**config.mk**
```make
export PLATFORM = sky130hd
export DESIGN_NAME = oldest_free_slot_allocator_core_flat
export DESIGN_NICKNAME = d
export VERILOG_FILES = /design/src/rtl/ofsa_pkg.sv /design/src/rtl/ofsa_if.sv /design/src/rtl/ofsa_age_mem.sv /design/src/rtl/ofsa_min_unit.sv /design/src/rtl/oldest_free_slot_allocator_core.sv /design/src/flat_wrapper.sv
export SDC_FILE = /design/constraint.sdc
export NUM_CORES = 2
export LEC_CHECK = 0
export BUFFER_PORTS_ARGS = -buffer_cell sky130_fd_sc_hd__buf_4
export CORE_MARGIN = 2
export CORE_UTILIZATION = 25
export DETAILED_ROUTE_END_ITERATION = 10
export GPL_TIMING_DRIVEN = 0
export HOLD_SLACK_MARGIN = 0.12
export PLACE_DENSITY = 0.45
export SYNTH_ARGS = -nofsm -noshare
export SYNTH_HDL_FRONTEND = slang
export SYNTH_SLANG_ARGS = --single-unit
```
**constraint.sdc**
```tcl
create_clock -name clk_i -period 10.65 [get_ports clk_i]
set_input_delay 2.13 -clock clk_i [delete_from_list [all_inputs] [get_ports clk_i]]
set_output_delay 2.13 -clock clk_i [all_outputs]
set_load 0.05 [all_outputs]
```
**src/rtl/ofsa_pkg.sv**
```systemverilog
`timescale 1ns / 1ps
`default_nettype none

package ofsa_pkg;

  // Pool geometry: the 5-bit result index caps the pool at 32 slots.
  localparam int unsigned MAX_SURFACES = 32;
  localparam int unsigned IDX_W        = $clog2(MAX_SURFACES);
  localparam int unsigned CNT_W        = IDX_W + 1;
  localparam int unsigned AGE_W        = 64;
  localparam int unsigned STATUS_W     = 2;

  localparam logic [CNT_W-1:0] POOL_SIZE_RESET = CNT_W'(20);
  localparam logic [CNT_W-1:0] ACTIVE_LIMIT    = CNT_W'(MAX_SURFACES);

  typedef enum logic {
    CMD_ALLOC   = 1'b0,
    CMD_RELEASE = 1'b1
  } cmd_e;

  typedef enum logic [STATUS_W-1:0] {
    ST_GRANTED  = 2'd0,
    ST_NO_FREE  = 2'd1,
    ST_RELEASED = 2'd2,
    ST_BAD_IDX  = 2'd3
  } status_e;

  typedef enum logic [1:0] {
    FSM_IDLE,
    FSM_SCAN,
    FSM_FINISH
  } fsm_e;

  // Control handed from the sequencer to the min-search unit each cycle.
  typedef struct packed {
    logic             clear;
    logic             valid;
    logic             used;
    logic [IDX_W-1:0] tag;
  } scan_ctl_t;

endpackage

`default_nettype wire

```
**src/rtl/ofsa_if.sv**
```systemverilog
`timescale 1ns / 1ps
`default_nettype none

interface ofsa_in_if;
  logic                     valid;
  logic                     ready;
  logic                     command;
  logic [ofsa_pkg::IDX_W-1:0] surface_index;

  modport source  (output valid, output command, output surface_index, input ready);
  modport sink    (input valid, input command, input surface_index, output ready);
  modport monitor (input valid, input command, input surface_index, input ready);
endinterface

interface ofsa_out_if;
  logic                          valid;
  logic                          ready;
  logic [ofsa_pkg::STATUS_W-1:0] status;
  logic [ofsa_pkg::IDX_W-1:0]    result_index;

  modport source  (output valid, output status, output result_index, input ready);
  modport sink    (input valid, input status, input result_index, output ready);
  modport monitor (input valid, input status, input result_index, input ready);
endinterface

interface ofsa_cfg_if;
  logic                       valid;
  logic                       ready;
  logic [ofsa_pkg::CNT_W-1:0] pool_size;

  modport source  (output valid, output pool_size, input ready);
  modport sink    (input valid, input pool_size, output ready);
  modport monitor (input valid, input pool_size, input ready);
endinterface

`default_nettype wire

```
**src/rtl/ofsa_age_mem.sv**
```systemverilog
`timescale 1ns / 1ps
`default_nettype none

module ofsa_age_mem (
  input  wire logic                       clk_i,
  input  wire logic                       rst_ni,
  input  wire logic                       we_i,
  input  wire logic [ofsa_pkg::IDX_W-1:0] waddr_i,
  input  wire logic [ofsa_pkg::AGE_W-1:0] wdata_i,
  input  wire logic [ofsa_pkg::IDX_W-1:0] raddr_i,
  output      logic [ofsa_pkg::AGE_W-1:0] rdata_o
);
  import ofsa_pkg::*;

  logic [AGE_W-1:0]        mem [MAX_SURFACES];
  logic [MAX_SURFACES-1:0] written_q;
  logic [AGE_W-1:0]        rdata_q;
  logic                    rd_written_q;

  // written bits stand in for the all-zero reset of the age store
  always_ff @(posedge clk_i or negedge rst_ni) begin
    if (!rst_ni) begin
      written_q    <= '0;
      rd_written_q <= 1'b0;
    end else begin
      rd_written_q <= written_q[raddr_i];
      if (we_i) begin
        written_q[waddr_i] <= 1'b1;
      end
    end
  end

  always_ff @(posedge clk_i) begin
    if (we_i) begin
      mem[waddr_i] <= wdata_i;
    end
    rdata_q <= mem[raddr_i];
  end

  assign rdata_o = rd_written_q ? rdata_q : '0;

endmodule

`default_nettype wire

```
**src/rtl/ofsa_min_unit.sv**
```systemverilog
`timescale 1ns / 1ps
`default_nettype none

module ofsa_min_unit (
  input  wire logic                       clk_i,
  input  wire logic                       rst_ni,
  input  wire ofsa_pkg::scan_ctl_t        ctl_i,
  input  wire logic [ofsa_pkg::AGE_W-1:0] age_i,
  output      logic                       found_o,
  output      logic [ofsa_pkg::IDX_W-1:0] best_idx_o
);
  import ofsa_pkg::*;

  logic             found_q;
  logic [IDX_W-1:0] best_idx_q;
  logic [AGE_W-1:0] best_age_q;
  logic             older;
  logic             take;

  // strict less-than keeps the lowest index on equal ages
  assign older = age_i < best_age_q;
  assign take  = ctl_i.valid && !ctl_i.used && (!found_q || older);

  always_ff @(posedge clk_i or negedge rst_ni) begin
    if (!rst_ni) begin
      found_q <= 1'b0;
    end else if (ctl_i.clear) begin
      found_q <= 1'b0;
    end else if (take) begin
      found_q <= 1'b1;
    end
  end

  always_ff @(posedge clk_i) begin
    if (take && !ctl_i.clear) begin
      best_idx_q <= ctl_i.tag;
      best_age_q <= age_i;
    end
  end

  assign found_o    = found_q;
  assign best_idx_o = best_idx_q;

endmodule

`default_nettype wire

```
**src/rtl/oldest_free_slot_allocator_core.sv**
```systemverilog
`timescale 1ns / 1ps
`default_nettype none

// Allocate: the scan covers pool_size slots (capped at 32) between accept and result word.
//   One slot per cycle through the age memory read port and the shared 64-bit compare.
// Release: no scan, straight to the result word. One word in flight; in ready only when idle.
// Reset (rst_ni, async, active low): all slots free, ages and age counter zero,
//   pool_size back to 20. No clearing pass; usable as soon as reset is released.
module oldest_free_slot_allocator_core (
  input wire logic       clk_i,
  input wire logic       rst_ni,
  ofsa_in_if.sink        in_i,
  ofsa_out_if.source     out_o,
  ofsa_cfg_if.sink       cfg_i
);
  import ofsa_pkg::*;

  // ---------------------------------------------------------------------------
  // State
  // ---------------------------------------------------------------------------
  fsm_e                    state_q, state_d;
  logic [CNT_W-1:0]        pool_size_q;
  logic [MAX_SURFACES-1:0] slot_used_q;
  logic [AGE_W-1:0]        age_cnt_q;

  // latched command word
  cmd_e                    cmd_q;
  logic [IDX_W-1:0]        idx_q;

  // scan pipeline: issue counter, then the registered memory read (rd_vld_q, rd_tag_q)
  logic [CNT_W-1:0]        iss_cnt_q;
  logic                    rd_vld_q;
  logic [IDX_W-1:0]        rd_tag_q;

  // output register
  logic                    out_valid_q;
  status_e                 out_status_q;
  logic [IDX_W-1:0]        out_idx_q;

  // ---------------------------------------------------------------------------
  // Combinational control
  // ---------------------------------------------------------------------------
  logic             in_acc;
  logic [CNT_W-1:0] active_n;
  logic             issue;
  logic             last_cmp;
  logic             scan_done;
  logic             out_free;
  logic             commit;
  logic             grant;
  logic             rel_ok;
  logic             mem_we;
  status_e          res_status;
  logic [IDX_W-1:0] res_idx;

  logic [AGE_W-1:0] age_rd;
  logic             found;
  logic [IDX_W-1:0] best_idx;
  scan_ctl_t        scan_ctl;

  assign in_acc   = in_i.valid && in_i.ready;
  assign active_n = (pool_size_q > ACTIVE_LIMIT) ? ACTIVE_LIMIT : pool_size_q;
  assign out_free = !out_valid_q || out_o.ready;

  // last compare is the one whose tag is the top active slot
  assign last_cmp  = rd_vld_q && ({1'b0, rd_tag_q} == (active_n - CNT_W'(1)));
  assign scan_done = (active_n == '0) || last_cmp;

  // next state
  always_comb begin
    state_d = state_q;
    case (state_q)
      FSM_IDLE: begin
        if (in_acc) begin
          state_d = (cmd_e'(in_i.command) == CMD_ALLOC) ? FSM_SCAN : FSM_FINISH;
        end
      end
      FSM_SCAN: begin
        if (scan_done) begin
          state_d = FSM_FINISH;
        end
      end
      FSM_FINISH: begin
        if (out_free) begin
          state_d = FSM_IDLE;
        end
      end
      default: state_d = FSM_IDLE;
    endcase
  end

  // sequencer outputs
  always_comb begin
    issue      = 1'b0;
    commit     = 1'b0;
    grant      = 1'b0;
    rel_ok     = 1'b0;
    mem_we     = 1'b0;
    res_status = ST_NO_FREE;
    res_idx    = '0;
    case (state_q)
      FSM_SCAN: begin
        issue = iss_cnt_q < active_n;
      end
      FSM_FINISH: begin
        commit = out_free;
        if (cmd_q == CMD_ALLOC) begin
          if (found) begin
            grant      = commit;
            mem_we     = commit;
            res_status = ST_GRANTED;
            res_idx    = best_idx;
          end
        end else begin
          res_idx = idx_q;
          if ({1'b0, idx_q} < active_n) begin
            rel_ok     = commit;
            res_status = ST_RELEASED;
          end else begin
            res_status = ST_BAD_IDX;
          end
        end
      end
      default: begin
        issue = 1'b0;
      end
    endcase
  end

  // ---------------------------------------------------------------------------
  // Shared datapath
  // ---------------------------------------------------------------------------
  ofsa_age_mem u_age_mem (
    .clk_i   (clk_i),
    .rst_ni  (rst_ni),
    .we_i    (mem_we),
    .waddr_i (best_idx),
    .wdata_i (age_cnt_q),
    .raddr_i (iss_cnt_q[IDX_W-1:0]),
    .rdata_o (age_rd)
  );

  assign scan_ctl.clear = in_acc;
  assign scan_ctl.valid = rd_vld_q;
  assign scan_ctl.used  = slot_used_q[rd_tag_q];
  assign scan_ctl.tag   = rd_tag_q;

  ofsa_min_unit u_min_unit (
    .clk_i      (clk_i),
    .rst_ni     (rst_ni),
    .ctl_i      (scan_ctl),
    .age_i      (age_rd),
    .found_o    (found),
    .best_idx_o (best_idx)
  );

  // ---------------------------------------------------------------------------
  // Registers
  // ---------------------------------------------------------------------------
  always_ff @(posedge clk_i or negedge rst_ni) begin
    if (!rst_ni) begin
      state_q     <= FSM_IDLE;
      pool_size_q <= POOL_SIZE_RESET;
      slot_used_q <= '0;
      age_cnt_q   <= '0;
      iss_cnt_q   <= '0;
      rd_vld_q    <= 1'b0;
      out_valid_q <= 1'b0;
    end else begin
      state_q  <= state_d;
      rd_vld_q <= issue;
      if (cfg_i.valid) begin
        pool_size_q <= cfg_i.pool_size;
      end
      if (in_acc) begin
        iss_cnt_q <= '0;
      end else if (issue) begin
        iss_cnt_q <= iss_cnt_q + CNT_W'(1);
      end
      if (grant) begin
        slot_used_q[best_idx] <= 1'b1;
        age_cnt_q             <= age_cnt_q + AGE_W'(1);
      end else if (rel_ok) begin
        slot_used_q[idx_q] <= 1'b0;
      end
      if (commit) begin
        out_valid_q <= 1'b1;
      end else if (out_o.ready) begin
        out_valid_q <= 1'b0;
      end
    end
  end

  always_ff @(posedge clk_i) begin
    if (in_acc) begin
      cmd_q <= cmd_e'(in_i.command);
      idx_q <= in_i.surface_index;
    end
    if (issue) begin
      rd_tag_q <= iss_cnt_q[IDX_W-1:0];
    end
    if (commit) begin
      out_status_q <= res_status;
      out_idx_q    <= res_idx;
    end
  end

  // ---------------------------------------------------------------------------
  // Ports
  // ---------------------------------------------------------------------------
  assign in_i.ready         = (state_q == FSM_IDLE);
  assign cfg_i.ready        = 1'b1;
  assign out_o.valid        = out_valid_q;
  assign out_o.status       = out_status_q;
  assign out_o.result_index = out_idx_q;

endmodule

`default_nettype wire

```
**src/flat_wrapper.sv**
```systemverilog
// flat-port wrapper written by rule: the top's interface ports become plain ports
module oldest_free_slot_allocator_core_flat import ofsa_pkg::*;
  (clk_i, rst_ni, in_i_valid, in_i_command, in_i_surface_index, in_i_ready, out_o_valid, out_o_status, out_o_result_index, out_o_ready, cfg_i_valid, cfg_i_pool_size, cfg_i_ready);
  ofsa_in_if in_i_i ();
  ofsa_out_if out_o_i ();
  ofsa_cfg_if cfg_i_i ();
  input wire logic clk_i;
  input wire logic rst_ni;
  input wire logic [$bits(in_i_i.valid)-1:0] in_i_valid;
  input wire logic [$bits(in_i_i.command)-1:0] in_i_command;
  input wire logic [$bits(in_i_i.surface_index)-1:0] in_i_surface_index;
  output wire logic [$bits(in_i_i.ready)-1:0] in_i_ready;
  output wire logic [$bits(out_o_i.valid)-1:0] out_o_valid;
  output wire logic [$bits(out_o_i.status)-1:0] out_o_status;
  output wire logic [$bits(out_o_i.result_index)-1:0] out_o_result_index;
  input wire logic [$bits(out_o_i.ready)-1:0] out_o_ready;
  input wire logic [$bits(cfg_i_i.valid)-1:0] cfg_i_valid;
  input wire logic [$bits(cfg_i_i.pool_size)-1:0] cfg_i_pool_size;
  output wire logic [$bits(cfg_i_i.ready)-1:0] cfg_i_ready;
  assign in_i_i.valid = in_i_valid;
  assign in_i_i.command = in_i_command;
  assign in_i_i.surface_index = in_i_surface_index;
  assign in_i_ready = in_i_i.ready;
  assign out_o_valid = out_o_i.valid;
  assign out_o_status = out_o_i.status;
  assign out_o_result_index = out_o_i.result_index;
  assign out_o_i.ready = out_o_ready;
  assign cfg_i_i.valid = cfg_i_valid;
  assign cfg_i_i.pool_size = cfg_i_pool_size;
  assign cfg_i_ready = cfg_i_i.ready;
  oldest_free_slot_allocator_core u_core (.clk_i(clk_i), .rst_ni(rst_ni), .in_i(in_i_i), .out_o(out_o_i), .cfg_i(cfg_i_i));
endmodule
```
# --- Yosys cells after proc, flatten, opt, wreduce, memory -nomap -nowiden ---
# Memories as Yosys holds them, arrays and structs flattened. A register that Yosys moved wholly into a read port is not among the register bits.
# Cells that the tools add are included.
# W data, S select, Z words.
totals:
  regBits: 233
  mem_count: 1
  out_inout_bits: 10
  ramBits: 2048
  elab_cells: 100
mem_list:
  columns: ["name", "depth", "width", "read_ports", "rd_clocked_by_memory_dff", "write_ports", "line", "text"]
  rows:
  - ["u_core.u_age_mem.mem", 32, 64, 1, 1, 1, "ofsa_age_mem.sv:15", "logic [AGE_W-1:0] mem [MAX_SURFACES];"]
op_classes:
  bitwise_logic: 4
  muxes: 38
  n_addsub: 3
  n_lt_le_gt_ge: 10
  n_reduce_logical: 21
  eq_ne: 6
op_table:
  columns: ["cell", "n"]
  rows:
  - ["$add A64 B1 Y64 const B", 1]
  - ["$lt A64 B64 Y1", 1]
  - ["$mux W32", 2]
  - ["$mux W64", 1]
  - ["$or A32 B32 Y32", 2]
  - ["$and A32 B32 Y32", 1]
  - ["$not A32 Y32", 1]
  - ["$lt A5 B6 Y1 const B", 4]
  - ["$mux W1", 20]
  - ["$mux W6", 3]
  - ["$bmux W1 S5", 2]
  - ["$demux W1 S5", 2]
  - ["$ge A5 B1 Y1 const B", 2]
  - ["$mux W2", 5]
  - ["$mux W5", 2]
  - ["$reduce_bool A2 Y1", 4]
  - ["$logic_and A1 B1 Y1", 7]
  - ["$add A6 B1 Y6 const B", 1]
  - ["$eq A5 B6 Y1", 1]
  - ["$gt A6 B6 Y1 const B", 1]
  - ["$logic_not A6 Y1", 1]
  - ["$lt A5 B6 Y1", 1]
  - ["$lt A6 B6 Y1", 1]
  - ["$pmux W2 S3", 1]
  - ["9 further kinds", 15]

# --- Depth between registers and ports, before layout ---
depth:
  word_depth: 8
  depth_mapped: 10
  depth_no_buf: 9

# --- By module ---
# A second synthesis with hierarchy kept.
hier_totals:
  cells_unflattened: 4782
  area_unflattened_um2: 91522.8
modules_own_cells:
  columns: ["module", "area_per_inst_um2", "n_inst", "cells_each"]
  rows:
  - ["ofsa_age_mem", 81214.1, 1, 3885]
  - ["oldest_free_slot_allocator_core", 6600.1, 1, 601]
  - ["ofsa_min_unit", 3708.6, 1, 296]

# --- Worst setup path before layout ---
# OpenSTA, ideal clock, no wires.
synth_path:
  kind: "input to register"
  from: "input in_i_valid"
  to: "register u_core.u_min_unit.best_age_q[0], enable pin"
  stages: 3
  setup_ns: 0.666
  setup_slack_ns: 1.020
  arrival_ns: 8.964
  path_cell_list: "nand2_1 -> o2111ai_1 -> nor4_1"
synth_between:
  elab_chain_len: 3
synth_lines:
  columns: ["item", "line", "text"]
  rows:
  - ["start: declaration", "flat_wrapper.sv:9", "input wire logic [$bits(in_i_i.valid)-1:0] in_i_valid;"]
  - ["$logic_and A1 B1 Y1", "oldest_free_slot_allocator_core.sv:61", "assign in_acc = in_i.valid && in_i.ready;"]
  - ["$logic_not A1 Y1", "ofsa_min_unit.sv:35", "if (take && !ctl_i.clear) begin"]
  - ["$logic_and A1 B1 Y1", "ofsa_min_unit.sv:35", null]
  - ["end signal: assignment", "ofsa_min_unit.sv:37", "best_age_q <= age_i;"]
  - ["end: declaration", "ofsa_min_unit.sv:16", "logic [AGE_W-1:0] best_age_q;"]
# No other way between the ends.
# A chain may end at the register's enable or synchronous reset.

# --- Final worst setup path ---
layout_path:
  from: "register u_core.u_age_mem.rd_written_q"
  to: "register u_core.u_min_unit.best_age_q[50], enable pin"
layout_between:
  elab_chain_len: 5
layout_lines:
  columns: ["item", "line", "text"]
  rows:
  - ["start: declaration", "ofsa_age_mem.sv:18", "logic rd_written_q;"]
  - ["start signal: assignment", "ofsa_age_mem.sv:26", "rd_written_q <= written_q[raddr_i];"]
  - ["$mux W64", "ofsa_age_mem.sv:40", "assign rdata_o = rd_written_q ? rdata_q : '0;"]
  - ["named net u_core.age_rd[63]", "oldest_free_slot_allocator_core.sv:56", "logic [AGE_W-1:0] age_rd;"]
  - ["$lt A64 B64 Y1", "ofsa_min_unit.sv:21", "assign older = age_i < best_age_q;"]
  - ["$logic_or A1 B1 Y1", "ofsa_min_unit.sv:22", "assign take = ctl_i.valid && !ctl_i.used && (!found_q || older);"]
  - ["$logic_and A1 B1 Y1", "ofsa_min_unit.sv:22", null]
  - ["$logic_and A1 B1 Y1", "ofsa_min_unit.sv:35", null]
# The timed path passes the listed nets, and every way through them passes these cells.

==> out/results.tsv <==
metric	value	unit
status	complete, no violations	
drt wl/cell	27.74	um
ys flop type	edfxtp_1	
most common cell after layout, fill and taps aside	edfxtp_1	
Slew HR	3.159	%
vias per cell	4.592	
fmax	0.1817	GHz
GRT overflow	0	
first-pass GRT wire length	362.8	mm
post-CTS setup buffers	0	
crit path max fanout	10	
Worst Setup Start Kind	register	
filler cell count	34847	
clock sinks	2345	
Min-Delay Endpoint	u_core.u_min_unit.best_idx_o[1]	
number of global-route vias before repair	45004	
Die ar.	366400	um^2
Synth cell types	71	
sequential cell area	69050	um^2
CTS clk-pin slew, worst paths	0.06	ns
leading area contributor after synthesis	edfxtp_1	
CP max-delay cell	clkbuf_1	
Post-synth EDFFs	2135	
Hold Crit Class	reg -> reg	
Setup-failing EPs final	0	
hold path cells	0	
fin crit share	51.67	%
Reg2Reg Depth	15	
Routed Antenna Nets	0	
fin. max-slew vios	0	
Placed Area	99750	um^2
GRT Total Usage	14.17	%
Gates resized, CTS repair	0	
Worst EP required	11.31	ns
Yosys reg bits	2345	
area grow syn2layout	19.53	%
Detailed Route WL	261.9	mm
R2R Setup Slk	5.15	ns
cts hold-fix bufs	0	
cell count after synthesis	4028	
YS warnings	0	
clk_skew	0.04398	ns
CTS tree	yes	
layout cells sized above 1	29.98	%
post-synth top area share	70.92	%
pin count of the biggest net entering global routing	77	
Root Driver	clkbuf_16	
critical path buffer and inverter count	7	
crit path cell chain	clkbuf_1 -> clkbuf_1 -> and2_1 -> ha_1 -> nand4_1 -> nor3_1 -> nand2_1 -> or3_1 -> nor3b_1 -> nor4_2 -> buf_4 -> buf_4 -> buf_4 -> buf_4 -> buf_6	
cell area after layout	108100	um^2
row cnt	220	
clk buf depth	4	
pwr/cell area	203.9	nW/um^2
initial cell density of the core	25.15	%
routed vias	43349	
Die Height	605.3	um
worst hold slack	0.4444	ns
initial DRC count	4287	
Async S/R FF share, synth	6.226	%
chip width	605.3	um
Worst VDD drop	0.0001186	V
H-tree level count	5	
I/O pin count	27	
Crit Reg-Reg Startpoint	u_core.u_age_mem.rd_written_q	
cell leakage power	36.05	nW
Clock Latency Late Sink	0.90	ns
Buffers on Ports	24	
RSZ-0062 raised after global routing	no	
Multi-input gate area	20540	um^2
nets	4566	
crit path capture type	register	
setup_tns	0	ns
critical path data arrival time	6.16	ns
Area contributors post-synth	edfxtp_1 (71%), mux4_2 (16%), dfrtp_1 (4.0%)	
RD Place Congestion	0.7433	
Seq/Total Area, Yosys	76.38	%
worst hold path startpoint	u_core.rd_tag_q[1]	
Slew @ Worst Pin	1.449	ns
Top cell by count, worst path	buf_4	
final hold vios	0	
HPWL after DPL	168.0	mm
crit-path max cell delay	0.72	ns
Tot Pwr	22.04	mW
Detailed Routing Iterations Pass 1	6	
total of max-cap violations	0	
cts bufs inserted	274	
critical path's top delay family	simple AND/OR/NAND/NOR gates	
Post-Synthesis Cell Area	90400	um^2
R2R Path End	u_core.u_min_unit.best_age_q[50]	
Net Count, Synth	4121	
Avg Cell Area, Syn	22.44	um^2
core area	359500	um^2
critical path class	reg -> reg	
drt drc	0	
initial antenna violation count	22	
minimum clock period	5.503	ns
commonest cells after routing, fill and taps aside	edfxtp_1 (2135), mux4_2 (654), clkbuf_16 (283), clkbuf_1 (173), dfrtp_1 (144)	
stage by stage:
step | setup WS [ns] | instances | util [%]
4_1_cts | 4.985 | 9435 | 30.05
2_1_floorplan | 1.020 | 4028 | -
6_report | 5.147 | 9441 | 30.06
5_1_grt | 4.814 | 9439 | 30.06
3_3_place_gp | -4.871 | 8825 | 26.86
3_5_place_dp | 5.009 | 8969 | 27.75
cells in the mapped netlist (all sizes together) (6+ instances only):
library cell / instances
dfrtp: 144
ha: 76
nand3: 36
inv: 75
nand4: 32
a31oi: 39
nor3b: 6
mux2: 71
mux4: 654
nor4: 7
and2: 67
and3: 15
nor2: 95
xor2: 30
nor3: 19
buf: 71
a22oi: 6
clkbuf: 111
o21ai: 10
or2: 35
a21o: 8
dfxtp: 64
nand2: 62
mux2i: 11
xnor2: 45
edfxtp: 2135
a21oi: 44
power by group:
part           total [mW]  internal (mW)  switching (mW)  leakage, nW
Clock                8.82           5.20            3.62         4.05
Combinational        2.84           1.06            1.77         8.07
Sequential           10.4           10.2           0.171         23.9
Total                22.0           16.5            5.57         36.1
worst max path at each step:
stage                                       start                          endpoint  cells past startpoint
detailed placement  u_core.u_age_mem.rd_written_q  u_core.u_min_unit.best_age_q[50]                     15
CTS                 u_core.u_age_mem.rd_written_q  u_core.u_min_unit.best_age_q[50]                     15
floorplan                              in_i_valid   u_core.u_min_unit.best_age_q[0]                      3
global placement    u_core.u_age_mem.rd_written_q  u_core.u_min_unit.best_age_q[50]                      9
finish              u_core.u_age_mem.rd_written_q  u_core.u_min_unit.best_age_q[50]                     15
global route        u_core.u_age_mem.rd_written_q  u_core.u_min_unit.best_age_q[50]                     15
final cells by class:
class                   count  share of cell area [%]
repair buffers            169                   2.890
diodes                      5                 0.01158
well taps                4773                   5.526
inverters                  77                  0.2675
clock buffers             375                   7.021
flip-flops and latches   2345                   63.90
clock inverters            91                  0.6461
multi-input cells        1424                   19.01
plain buffers             182                  0.7329
metal layers:
layer  GRT usage [%]  wire (um)
met3           2.282      13550
met1           19.09     113700
met4           3.220       5502
met5               0          0
met2           23.97     129200
worst register-to-register path: stages, from the launching register on:
cell      delay, ns
dfrtp_1        0.34
clkbuf_1       0.43
clkbuf_1       0.72
and2_1         0.27
ha_1           0.15
nand4_1        0.14
nor3_1         0.60
nand2_1        0.46
or3_1          0.58
nor3b_1        0.52
nor4_2         0.17
buf_4          0.22
buf_4          0.17
buf_4          0.18
buf_4          0.19
buf_6          0.15
cells by family after synthesis:
kind of cell             synth area share, %
buffers and inverters                  1.175
flip-flops                             76.38
adder cells (fa/ha/maj)                1.052
AO/OA/AOI/OAI                         0.9661
XOR/XNOR                              0.7349
multiplexers                           17.30
AND/OR/NAND/NOR                        2.390
other                               0.004148
flip-flops by register name (all words and copies together) (netlist names), 2 cells and up:
register                      count
u_core.u_age_mem.mem           2048
u_core.age_cnt_q                 64
u_core.u_age_mem.rdata_q         64
u_core.u_min_unit.best_age_q     64
u_core.slot_used_q               32
u_core.u_age_mem.written_q       32
u_core.iss_cnt_q                  6
u_core.pool_size_q                6
u_core.idx_q                      5
u_core.out_o.result_index         5
u_core.rd_tag_q                   5
u_core.u_min_unit.best_idx_o      5
u_core.out_o.status               2
u_core.state_q                    2
Power figures use the tool's default switching activity.
